==> config.mk <==
export PLATFORM = sky130hd
export DESIGN_NAME = ascii_integer_parser
export DESIGN_NICKNAME = d
export VERILOG_FILES = /design/src/sv/aip_pkg.sv /design/src/sv/aip_core.sv /design/src/sv/aip_out_stage.sv /design/src/sv/ascii_integer_parser.sv
export SDC_FILE = /design/constraint.sdc
export NUM_CORES = 1
export LEC_CHECK = 0
export BUFFER_PORTS_ARGS = -buffer_cell sky130_fd_sc_hd__buf_2
export CAP_MARGIN = 5
export CORE_MARGIN = 8
export CORE_UTILIZATION = 65
export CTS_BUF_LIST = sky130_fd_sc_hd__clkbuf_4
export CTS_CLUSTER_SIZE = 40
export DETAILED_ROUTE_END_ITERATION = 6
export GPL_ROUTABILITY_DRIVEN = 0
export GPL_TIMING_DRIVEN = 0
export PLACE_DENSITY = 0.86
export SLEW_MARGIN = 20
export SYNTH_ARGS = -nofsm -noshare
export SYNTH_HDL_FRONTEND = slang
export SYNTH_HIERARCHICAL = 1
export SYNTH_SLANG_ARGS = --single-unit
export TNS_END_PERCENT = 5
==> constraint.sdc <==
create_clock -name clk -period 19.9 [get_ports clk]
set_clock_uncertainty 0.05 [all_clocks]
set_input_delay 5.97 -clock clk [delete_from_list [all_inputs] [get_ports clk]]
set_output_delay 5.97 -clock clk [all_outputs]
set_load 0.01 [all_outputs]
==> src/sv/aip_pkg.sv <==
// ----------------------------------------------------------------------------
// aip_pkg: shared types and constants for the ASCII integer parser
// Character codes, parse phase encoding and the result beat layout.
// ----------------------------------------------------------------------------
`default_nettype none

package aip_pkg;

  // character codes
  localparam logic [7:0] ChSpace = 8'h20;
  localparam logic [7:0] ChTab   = 8'h09;
  localparam logic [7:0] ChNl    = 8'h0A;
  localparam logic [7:0] ChMinus = 8'h2D;
  localparam logic [7:0] ChPlus  = 8'h2B;
  localparam logic [7:0] ChZero  = 8'h30;
  localparam logic [7:0] ChNine  = 8'h39;

  // base used when radix is zero
  localparam logic [5:0] DefaultBase = 6'd10;

  // saturation limits
  localparam logic [63:0] PosLimit = 64'h7FFF_FFFF_FFFF_FFFF;
  localparam logic [63:0] NegLimit = 64'h8000_0000_0000_0000;

  // parse phase
  typedef enum logic [1:0] {
    PH_LEAD = 2'd0,  // skipping leading whitespace
    PH_BODY = 2'd1   // sign or digit seen
  } phase_t;

  // one result beat
  typedef struct packed {
    logic [63:0] value;
    logic [15:0] consumed;
    logic        no_digits;
    logic        overflow;
  } result_t;

endpackage

`default_nettype wire

==> src/sv/aip_core.sv <==
// ----------------------------------------------------------------------------
// aip_core: input register and parse state
// Holds one character beat, classifies it and updates the running number;
// on a terminating character it offers one result beat.
// ----------------------------------------------------------------------------
`default_nettype none

module aip_core #(
  parameter int unsigned MAX_LENGTH = 65535
) (
  input  wire               clk,
  input  wire               rst_n,
  input  wire  [5:0]        radix,
  input  wire               in_valid,
  input  wire  [7:0]        in_ch,
  output logic              in_ready,
  output logic              res_valid,
  output aip_pkg::result_t  res,
  input  wire               res_ready
);

  localparam logic [15:0] CountCap =
      (MAX_LENGTH < 32'd65535) ? MAX_LENGTH[15:0] : 16'hFFFF;

  // input register
  logic        s1_valid_r, s1_valid_nxt;
  logic [7:0]  s1_ch_r;

  // parse state
  aip_pkg::phase_t phase_r, phase_nxt;
  logic        neg_r, neg_nxt;
  logic [63:0] mag_r, mag_nxt;
  logic [15:0] cnt_r, cnt_nxt;
  logic        saw_r, saw_nxt;
  logic        ovf_r, ovf_nxt;

  logic [5:0]  base;
  logic [3:0]  digit;
  logic        is_ws, is_sign, is_digit, lead, s1_term, s1_fire;
  logic [69:0] prod;
  logic [63:0] limit;
  logic [15:0] cnt_inc;

  // character classification
  always_comb begin
    base     = (radix == 6'd0) ? aip_pkg::DefaultBase : radix;
    digit    = s1_ch_r[3:0];
    is_ws    = (s1_ch_r == aip_pkg::ChSpace) || (s1_ch_r == aip_pkg::ChTab) ||
               (s1_ch_r == aip_pkg::ChNl);
    is_sign  = (s1_ch_r == aip_pkg::ChMinus) || (s1_ch_r == aip_pkg::ChPlus);
    is_digit = (s1_ch_r >= aip_pkg::ChZero) && (s1_ch_r <= aip_pkg::ChNine) &&
               ({2'b00, digit} < base);
    case (phase_r)
      aip_pkg::PH_LEAD: lead = 1'b1;
      default:          lead = 1'b0;
    endcase
    s1_term  = !(lead && (is_ws || is_sign)) && !is_digit;
    s1_fire  = s1_valid_r && (!s1_term || res_ready);
    in_ready = !s1_valid_r || s1_fire;
  end

  // multiply-add and range check
  always_comb begin
    prod    = 70'(mag_r) * 70'(base) + 70'(digit);
    limit   = neg_r ? aip_pkg::NegLimit : aip_pkg::PosLimit;
    cnt_inc = (cnt_r < CountCap) ? cnt_r + 16'd1 : cnt_r;
  end

  // next state
  always_comb begin
    phase_nxt = phase_r;
    neg_nxt   = neg_r;
    mag_nxt   = mag_r;
    cnt_nxt   = cnt_r;
    saw_nxt   = saw_r;
    ovf_nxt   = ovf_r;
    if (s1_fire) begin
      if (lead && is_ws) begin
        cnt_nxt = cnt_inc;
      end else if (lead && is_sign) begin
        neg_nxt   = (s1_ch_r == aip_pkg::ChMinus);
        cnt_nxt   = cnt_inc;
        phase_nxt = aip_pkg::PH_BODY;
      end else if (is_digit) begin
        if (!ovf_r) begin
          if (prod > {6'b0, limit}) ovf_nxt = 1'b1;
          else                      mag_nxt = prod[63:0];
        end
        saw_nxt   = 1'b1;
        cnt_nxt   = cnt_inc;
        phase_nxt = aip_pkg::PH_BODY;
      end else begin
        phase_nxt = aip_pkg::PH_LEAD;
        neg_nxt   = 1'b0;
        mag_nxt   = 64'd0;
        cnt_nxt   = 16'd0;
        saw_nxt   = 1'b0;
        ovf_nxt   = 1'b0;
      end
    end
  end

  // result beat
  always_comb begin
    res_valid = s1_valid_r && s1_term;
    if (!saw_r)      res.value = 64'd0;
    else if (ovf_r)  res.value = limit;
    else if (neg_r)  res.value = 64'd0 - mag_r;
    else             res.value = mag_r;
    res.consumed  = saw_r ? cnt_r : 16'd0;
    res.no_digits = !saw_r;
    res.overflow  = saw_r && ovf_r;
  end

  always_comb begin
    s1_valid_nxt = s1_valid_r;
    if (in_ready) s1_valid_nxt = in_valid;
    else if (s1_fire) s1_valid_nxt = 1'b0;
  end

  // state registers
  always_ff @(posedge clk) begin
    if (!rst_n) begin
      s1_valid_r <= 1'b0;
      phase_r    <= aip_pkg::PH_LEAD;
      neg_r      <= 1'b0;
      mag_r      <= 64'd0;
      cnt_r      <= 16'd0;
      saw_r      <= 1'b0;
      ovf_r      <= 1'b0;
    end else begin
      s1_valid_r <= s1_valid_nxt;
      phase_r    <= phase_nxt;
      neg_r      <= neg_nxt;
      mag_r      <= mag_nxt;
      cnt_r      <= cnt_nxt;
      saw_r      <= saw_nxt;
      ovf_r      <= ovf_nxt;
    end
  end

  // character register, no reset needed
  always_ff @(posedge clk) begin
    if (in_ready && in_valid) s1_ch_r <= in_ch;
  end

endmodule

`default_nettype wire

==> src/sv/aip_out_stage.sv <==
// ----------------------------------------------------------------------------
// aip_out_stage: result register
// Holds one result beat until the receiver takes it.
// ----------------------------------------------------------------------------
`default_nettype none

module aip_out_stage (
  input  wire               clk,
  input  wire               rst_n,
  input  wire               res_valid,
  input  aip_pkg::result_t  res,
  output logic              res_ready,
  output logic              out_valid,
  output aip_pkg::result_t  out_res,
  input  wire               out_ready
);

  logic             out_valid_r, out_valid_nxt;
  aip_pkg::result_t out_res_r;

  // room when empty or being drained this cycle
  always_comb begin
    res_ready     = !out_valid_r || out_ready;
    out_valid_nxt = res_ready ? res_valid : out_valid_r;
  end

  always_ff @(posedge clk) begin
    if (!rst_n) out_valid_r <= 1'b0;
    else        out_valid_r <= out_valid_nxt;
  end

  always_ff @(posedge clk) begin
    if (res_valid && res_ready) out_res_r <= res;
  end

  assign out_valid = out_valid_r;
  assign out_res   = out_res_r;

endmodule

`default_nettype wire

==> src/sv/ascii_integer_parser.sv <==
// ----------------------------------------------------------------------------
// ascii_integer_parser: streaming strtol-style integer parser
// Input channel carries one character per beat (in_ch). Leading space, tab
// and newline are skipped, one optional sign is taken, then digits below
// the base in cfg radix (0 means ten) are accumulated. The first character
// that fits none of these ends the number and is not consumed; it yields
// one result beat (value, consumed, no_digits, overflow) and the parser
// starts over with the next character.
// Throughput: one character per cycle while no terminator waits for room
// in the result register, with a combinational multiply-add-compare loop
// on the magnitude register in the core. A terminating character is held
// in the core input register, then its result in the out_ result register.
// Reset (synchronous, active low) clears the parse state, empties both
// registers and sets radix to ten. When the receiver stalls, the result
// register holds; characters that do not end a number keep flowing, and a
// terminator waits in the input register until the result register frees.
// Write radix with cfg_we only while idle; the block does not enforce it.
// ----------------------------------------------------------------------------
`default_nettype none

module ascii_integer_parser #(
  parameter int unsigned MAX_LENGTH = 65535
) (
  input  wire         clk,
  input  wire         rst_n,
  input  wire         cfg_we,
  input  wire  [5:0]  cfg_wdata,
  input  wire         in_valid,
  output logic        in_ready,
  input  wire  [7:0]  in_ch,
  output logic        out_valid,
  input  wire         out_ready,
  output logic [63:0] out_value,
  output logic [15:0] out_consumed,
  output logic        out_no_digits,
  output logic        out_overflow
);

  logic [5:0]       radix_r;
  logic             res_valid, res_ready;
  aip_pkg::result_t res, out_res;

  // radix register
  always_ff @(posedge clk) begin
    if (!rst_n)      radix_r <= aip_pkg::DefaultBase;
    else if (cfg_we) radix_r <= cfg_wdata;
  end

  aip_core #(
    .MAX_LENGTH (MAX_LENGTH)
  ) u_core (
    .clk       (clk),
    .rst_n     (rst_n),
    .radix     (radix_r),
    .in_valid  (in_valid),
    .in_ch     (in_ch),
    .in_ready  (in_ready),
    .res_valid (res_valid),
    .res       (res),
    .res_ready (res_ready)
  );

  aip_out_stage u_out (
    .clk       (clk),
    .rst_n     (rst_n),
    .res_valid (res_valid),
    .res       (res),
    .res_ready (res_ready),
    .out_valid (out_valid),
    .out_res   (out_res),
    .out_ready (out_ready)
  );

  assign out_value     = out_res.value;
  assign out_consumed  = out_res.consumed;
  assign out_no_digits = out_res.no_digits;
  assign out_overflow  = out_res.overflow;

  // no result right after reset
  a_reset_empty: assert property (@(posedge clk) !rst_n |=> !out_valid)
    else $error("result valid right after reset");

  // empty number carries zero value and zero count
  a_empty_zero: assert property (@(posedge clk) disable iff (!rst_n)
      out_valid && out_no_digits |-> out_value == 64'd0 && out_consumed == 16'd0)
    else $error("empty number with nonzero value or count");

  // overflow only on a number that has digits
  a_ovf_digits: assert property (@(posedge clk) disable iff (!rst_n)
      out_valid && out_overflow |-> !out_no_digits)
    else $error("overflow flagged without digits");

  // a number with digits consumed at least one character
  a_count_nonzero: assert property (@(posedge clk) disable iff (!rst_n)
      out_valid && !out_no_digits |-> out_consumed != 16'd0)
    else $error("digits seen but nothing consumed");

endmodule

`default_nettype wire

After elaboration in Yosys (flattened, before gate mapping) --
Index checks and enable logic that the tools add are counted.
Word-level totals: bits in registers 183, input port bits 19, output and inout bits 84, word-level logic and storage cells 86
Operators by class: $add $sub $neg 3, $mul 1, magnitude comparators 5, equal/unequal tests 8, mux-type cells 22, bitwise operators 2, reductions and logical operators 31
Operators by type and width (number):
- $mux W64 | 6
- $add A70 B4 Y70 | 1
- $gt A70 B64 Y1 | 1
- $mul A64 B6 Y70 | 1
- $mux W16 | 4
- $sub A1 B64 Y64 const A | 1
- $eq A8 B6 Y1 const B | 3
- $add A16 B1 Y16 const B | 1
- $eq A8 B4 Y1 const B | 2
- $lt A16 B16 Y1 const B | 1
- $logic_and A1 B1 Y1 | 11
- $mux W1 | 10
- $ge A8 B6 Y1 const B | 1
- $le A8 B6 Y1 const B | 1
- $logic_or A1 B1 Y1 | 7
- $logic_not A1 Y1 | 6
- $logic_not A6 Y1 | 1
- $lt A4 B6 Y1 | 1
- $mux W6 | 1
- $ne A2 B2 Y1 const B | 3
- $reduce_and A3 Y1 | 2
- $reduce_and A5 Y1 | 1
- $logic_not A2 Y1 | 1
- $mux W2 | 1
- 3 further kinds | 4

Depth between registers and ports, before layout --
Gate-level depths: netlist (run 1).
depth after elaboration 12, depth in mapped cells 36, gate-level depth less buffers 32

Modules after synthesis --
The synthesis (run 1) kept the hierarchy.
Modules (own cells, without submodules):
- aip_core | times used 1, cells each 2531, area each 20379.5 µm², sequential area each 1941.9 µm²
- aip_out_stage | times used 1, cells each 87, area each 2519.9 µm², sequential area each 2482.4 µm²
- ascii_integer_parser | times used 1, cells each 19, area each 224.0 µm², sequential area each 120.1 µm²

Worst setup path after synthesis (run 1) --
Ideal clock, no wire load.
path kind input -> output, start input out_ready, end output in_ready, arrival 6499 ps, required time 13880 ps, path slack 7381 ps, cell stages on the path 3, buffers on the path 0, path through nand2b_4 nor3_1 inv_1
Between the ends: word-level cells in the longest chain between the ends 4
RTL lines:
- start: declaration | line ascii_integer_parser.sv:32 | input wire out_ready,
- $logic_or A1 B1 Y1 | line aip_out_stage.sv:23 | res_ready = !out_valid_r || out_ready;
- $logic_or A1 B1 Y1 | line aip_core.sv:58 | s1_fire = s1_valid_r && (!s1_term || res_ready);
- $logic_and A1 B1 Y1 | line aip_core.sv:58
- $logic_or A1 B1 Y1 | line aip_core.sv:59 | in_ready = !s1_valid_r || s1_fire;
- end: declaration | line ascii_integer_parser.sv:29 | output logic in_ready,
Every way passes these cells.

Final worst setup path (run 1) --
start register radix_r[4], end register u_core.mag_r[1]
Between the ends: word-level cells in the longest chain between the ends 10, elaborated cells on any way between the ends 18, those cells by class 1 x add/sub; 1 x mul; 2 x order compare; 2 x eq/ne; 4 x mux; 8 x reduce/logical
RTL lines:
- start: declaration | line ascii_integer_parser.sv:39 | logic [5:0] radix_r;
- start signal: assignment | line ascii_integer_parser.sv:45 | if (!rst_n) radix_r <= aip_pkg::DefaultBase;
- start signal: assignment | line ascii_integer_parser.sv:46 | else if (cfg_we) radix_r <= cfg_wdata;
- $logic_not A6 Y1 | line aip_core.sv:46 | base = (radix == 6'd0) ? aip_pkg::DefaultBase : radix;
- $mux W6 (*) | line aip_core.sv:46
- branches (longest 8 deep; another with $mul A64 B6 Y70)
- end signal: assignment | line aip_core.sv:135 | mag_r <= mag_nxt;
- end: declaration | line aip_core.sv:32 | logic [63:0] mag_r, mag_nxt;
Mark *: on every way between the ends. The select of a mux whose other input is x is not followed. A chain may end at the register's enable or synchronous reset.

==> results_dict.tcl, run 1 <==
set metrics [dict create \
    worst-setup-path-type "flip-flop to flip-flop" \
    clk_path_buf_depth 2 \
    r2r_slack_ps 6310 \
    rsz0062_at_grt "false" \
    io_buffers 101 \
    power_leakage_uw 0.0120 \
    ys_seq_area_share_pct 19.7 \
    fmax_ghz 0.0736 \
    cts_tree "done" \
    synth_ff_type "dfxtp_1" \
    maxCapViolCount 0 \
    grt_max_degree 83 \
    fin_nets 3245 \
    finalCritPeriodShare_pct 68.3 \
    crit_fanout 10 \
    grt.total_usage_pct 33.8 \
    slowest_delay_ps 920 \
    die_area_um2 41900 \
    rows 69 \
    clkTransAtPathRegs_ps 150 \
    cts.htree.levels 4 \
    synthTopCellsByCount "263 x nand2_1, 251 x and2_1, 250 x fa_1" \
    drt_pre_antenna_iters 7 \
    netlist_instances 2637 \
    clock_latency_ps 640 \
    yosys_warnings 6 \
    syn-num-nets 3123 \
    drive_gt1_share_pct 6.13 \
    cts_sinks 182 \
    grt_pass1_vias 21300 \
    grt-ovfl-total 0 \
    worstPathArrival_ps 14100 \
    crit_slowest_cell "nor4_2" \
    drtIter0Drc 2858 \
    irDropWorstVdd_uv 67.7 \
    wl_per_cell_um 21.8 \
    crit_path_end_kind "flip-flop" \
    wl_met2_mm 31.2 \
    cts_buffers 17 \
    hold_viol_final 0 \
    avgSynthCellArea_um2 8.77 \
    setup_violations 0 \
    syn_to_final_growth_pct 6.28 \
    finalSetupTns_ps 0 \
    synth_edf_count 90 \
    grt_pass1_wl_mm 113 \
    via_per_inst 6.61 \
    worst_pin_slew_ps 1070 \
    antenna_found_initial 3 \
    wl_met3_mm 10.2 \
    cpMostUsedCell "clkbuf_1" \
    synth_top_area_share_pct 21.6 \
    synthTopCellsByArea "fa_1 22%, ha_1 12%, edfxtp_1 12%, dfxtp_1 8.0%, and2_1 6.8%" \
    core_um2 35300 \
    cts_setup_buffers 0 \
    timing.final.max_slew_violations 0 \
    die_h_um 205 \
    ctsResizeCount 0 \
    initial_core_util_pct 65.5 \
    hold_class "flip-flop to flip-flop" \
    highest_layer "met5" \
    holdBufCountCts 0 \
    fp.dieW_um 205 \
    yosysMostFrequentCell "nand2_1" \
    ant_nets 0 \
    timing.hold.ws_ps 443 \
    synth_top_area_cell "fa_1" \
    ys_seq_elements 182 \
    startpoint_type "flip-flop" \
    outcome "completed" \
    synthArstFlopShare_pct 0 \
    wl_met1_mm 25.2 \
    wirelength_mm 70.5 \
    vias 21400 \
    p_per_area_nw_per_um2 28.0 \
    syn_area_um2 23100 \
    worst_ep_required_time_ps 20420 \
    ios 103 \
    drc 0 \
    cts_root_buf "clkbuf_4" \
    ys_types 77 \
    hpwl_mm 56.5 \
    slew_headroom_pct 28.1 \
    min_period_ps 13590 \
]
## report_power, final
group | internal, uW | total, uW | leakage (uW) | switching (uW)
logic | 16.1 | 66.2 | 0.0102 | 50.1
registers | 402 | 407 | 0.00160 | 4.97
clock network | 69.6 | 215 | 0.000153 | 145
## layout by cell type (no fill, tap or decap), types with 15 or more instances in the layout
master and instances:
or3_1 19, a211oi_1 22, buf_2 102, a21o_1 55, dfxtp_1 91, inv_1 200
a21oi_1 161, a31oi_1 20, nor4_1 17, and2_1 251, a221oi_1 21, a22o_1 64
clkbuf_4 19, nand3_1 36, edfxtp_1 90, nor3_1 42, clkbuf_1 178, xor2_1 36
o21ai_0 98, nand2_1 263, xnor2_1 46, ha_1 217, nor2_1 185, nand4_1 44
and3_1 15, fa_1 250
## state kept, by name, indices dropped and copies added (netlist names), 6 cells and up
name / flops
u_core/s1_ch_r: 8
radix_r: 6
u_core/mag_r: 64
u_out/out_res: 82
u_core/cnt_r: 16
## stage by stage
stage               total power (uW)  cells  utilization [%]  setup WS [ps]  cell area (um^2)
global route                     705   3234             69.6           5970             24600
detailed placement               478   3200             68.7           7110             24300
floorplan                        447   2637                -           7380             23100
CTS                              684   3232             69.5           7010             24500
global placement                 475   3199             68.6           7010             24200
finish                           688   3234             69.6           6310             24600
## critical path, delay by kind of cell, from the launching register on
family	cells	cell delay [ps]
compound gates	5	1480
fa+ha+maj	6	2310
buf+inv	5	2710
flops	1	390
simple gates	18	6590
## cell type report
class	count	area, um^2
clock buffers	19	143
clock inverters	13	144
well taps	461	577
diodes	1	2.50
flip-flops and latches	182	4550
plain buffers	184	699
repair buffers	103	544
inverters	202	758
multi-input cells	2069	17200
fillers	2632	10700
## cells by family after synthesis
group	Yosys count	synth area share, %
xor+xnor	82	3.11
mux	14	0.611
flops	182	19.7
buf+inv	386	6.30
simple gates	949	20.9
compound gates	557	16.0
fa+ha+maj	467	33.4
## final timing paths
check,startpoint,to,depth (start not counted)
hold / removal,u_core/cnt_r[6],u_core/cnt_r[6],1
setup reg to reg,radix_r[4],u_core/mag_r[1],34
setup / recovery,radix_r[4],u_core/mag_r[1],34
hold reg to reg,u_core/cnt_r[6],u_core/cnt_r[6],1
## layer usage
| layer | global-route usage (%) | vias to the layer above |
|---|---|---|
| met5 | 0 | - |
| met4 | 15.8 | 2 |
| met3 | 11.8 | 337 |
| met2 | 52.8 | 1629 |
| met1 | 41.6 | 10100 |
| li1 | - | 9349 |
No activity file was read; power rests on OpenSTA's default activity.
==> run 2, diff against run 1 <==
- CORE_UTILIZATION: 65 -> 59
- PLACE_DENSITY: 0.86 -> 0.82
- clock period: 19.9 -> 10.9 ns (I/O delays scaled with it)
==> results_dict.tcl, run 2 (synthesis results as in run 1) <==
set metrics [dict create \
    outcome "completed" \
    fin_nets 3242 \
    p_per_area_nw_per_um2 51.2 \
    final_area_um2 24700 \
    grt.total_usage_pct 30.5 \
    core_um2 38600 \
    fmax_ghz 0.0932 \
    grt_max_degree 83 \
    final_common_cell "nand2_1" \
    power_leakage_uw 0.0121 \
    ios 103 \
    slowest_delay_ps 800 \
    grt-ovfl-total 0 \
    largest_reg_flops 82 \
    critical_path.top_delay_family "simple AND/OR/NAND/NOR gates" \
    final_cell_mix "263 x nand2_1, 251 x and2_1, 250 x fa_1" \
    syn_to_final_growth_pct 6.94 \
    power.total_uw 1270 \
    n_fill_cell 3066 \
    finalCritPeriodShare_pct 98.4 \
    vias 21200 \
    ant_nets 0 \
    hold_class "flip-flop to flip-flop" \
    worst-setup-path-type "flip-flop to flip-flop" \
    hpwl_mm 56.6 \
    finalSetupTns_ps 0 \
    crit_path_end_kind "flip-flop" \
    cts.htree.levels 4 \
    io_buffers 101 \
    irDropWorstVdd_uv 64.1 \
    grt_pass1_vias 21400 \
    worstPathArrival_ps 11260 \
    setup_violations 0 \
    cts_buffers 17 \
    min_period_ps 10730 \
    cts_root_buf "clkbuf_4" \
    via_per_inst 6.45 \
    grt_pass1_wl_mm 113 \
    worst_ep_required_time_ps 11430 \
    crit_buf_inv 6 \
    crit_fanout 10 \
    fp.dieW_um 214 \
    worst_pin_slew_ps 1100 \
    die_area_um2 45800 \
    holdBufCountCts 0 \
    initial_core_util_pct 59.8 \
    startpoint_type "flip-flop" \
    clk_path_buf_depth 2 \
    wl_per_cell_um 21.6 \
    timing.final.max_slew_violations 0 \
    slew_headroom_pct 26.7 \
    hold_viol_final 0 \
    maxCapViolCount 0 \
    crit_slowest_cell "clkbuf_1" \
    cts_tree "done" \
    die_h_um 214 \
    drc 0 \
    drive_gt1_share_pct 6.79 \
    drt_pre_antenna_iters 6 \
    wirelength_mm 70.9 \
    rows 72 \
    drtIter0Drc 2867 \
    clkTransAtPathRegs_ps 180 \
    cts_sinks 182 \
    clock_latency_ps 680 \
    antenna_found_initial 1 \
    placed_area_um2 24300 \
]
==> run 2: cell types whose count changed in the layout (fill, tap and decap cells not counted), moves of 2 or more <==
cell | before | now
a211oi_1 | 22 | 20
buf_4 | 0 | 2
clkbuf_2 | 0 | 8
a21oi_1 | 161 | 159
clkinv_8 | 1 | 3
a21oi_2 | 0 | 2
clkbuf_1 | 178 | 165
==> run 2: worst paths after layout <==
check                           cells past startpoint             from  slack, ps                to
worst min-delay path                                1  u_core/cnt_r[6]        440   u_core/cnt_r[6]
worst max register to register                     32       radix_r[4]        170  u_core/mag_r[42]
worst min register to register                      1  u_core/cnt_r[6]        440   u_core/cnt_r[6]
worst max-delay path                               32       radix_r[4]        170  u_core/mag_r[42]
==> run 2: where the power goes <==
| group | leakage, uW | switching, uW | total, uW | internal, uW |
|---|---|---|---|---|
| combinational | 0.0103 | 92.2 | 120 | 28.2 |
| sequential | 0.00160 | 8.19 | 742 | 734 |
| clock | 0.000156 | 278 | 405 | 126 |
==> run 2: stage by stage <==
step	util, %	hold WS [ps]	cells	setup slack [ps]
detailed placement	62.9	412	3257	-1660
global route	64.0	464	3288	-2.93
finish	64.0	441	3288	173
floorplan	-	379	2637	2290
CTS	63.8	435	3286	58.1
global placement	62.8	405	3256	-2000
==> run 2: layout make-up <==
cell class / count / area (um^2) / area share, %
clock buffer: 18 / 135 / 0.546
antenna: 1 / 2.50 / 0.0101
clock inverter: 14 / 165 / 0.668
multi-input combinational: 2069 / 17200 / 69.7
sequential: 182 / 4550 / 18.4
inverter: 202 / 758 / 3.07
tap: 518 / 648 / 2.62
buffer: 181 / 706 / 2.85
timing repair buffer: 103 / 520 / 2.10
==> run 2: timing repair <==
action                                  4_1_cts  5_1_grt
endpoints found under the setup margin       65       64
buffers inserted                              0        1
pin swaps                                     0        1
resized for setup                            12       24
==> run 2: layer usage <==
metal	global-route usage, %	vias up	part of all wire, %
li1	-	9326	-
met4	16.3	0	6.0
met5	0	-	0
met3	9.22	341	13
met2	47.2	1379	44
met1	38.0	10200	37
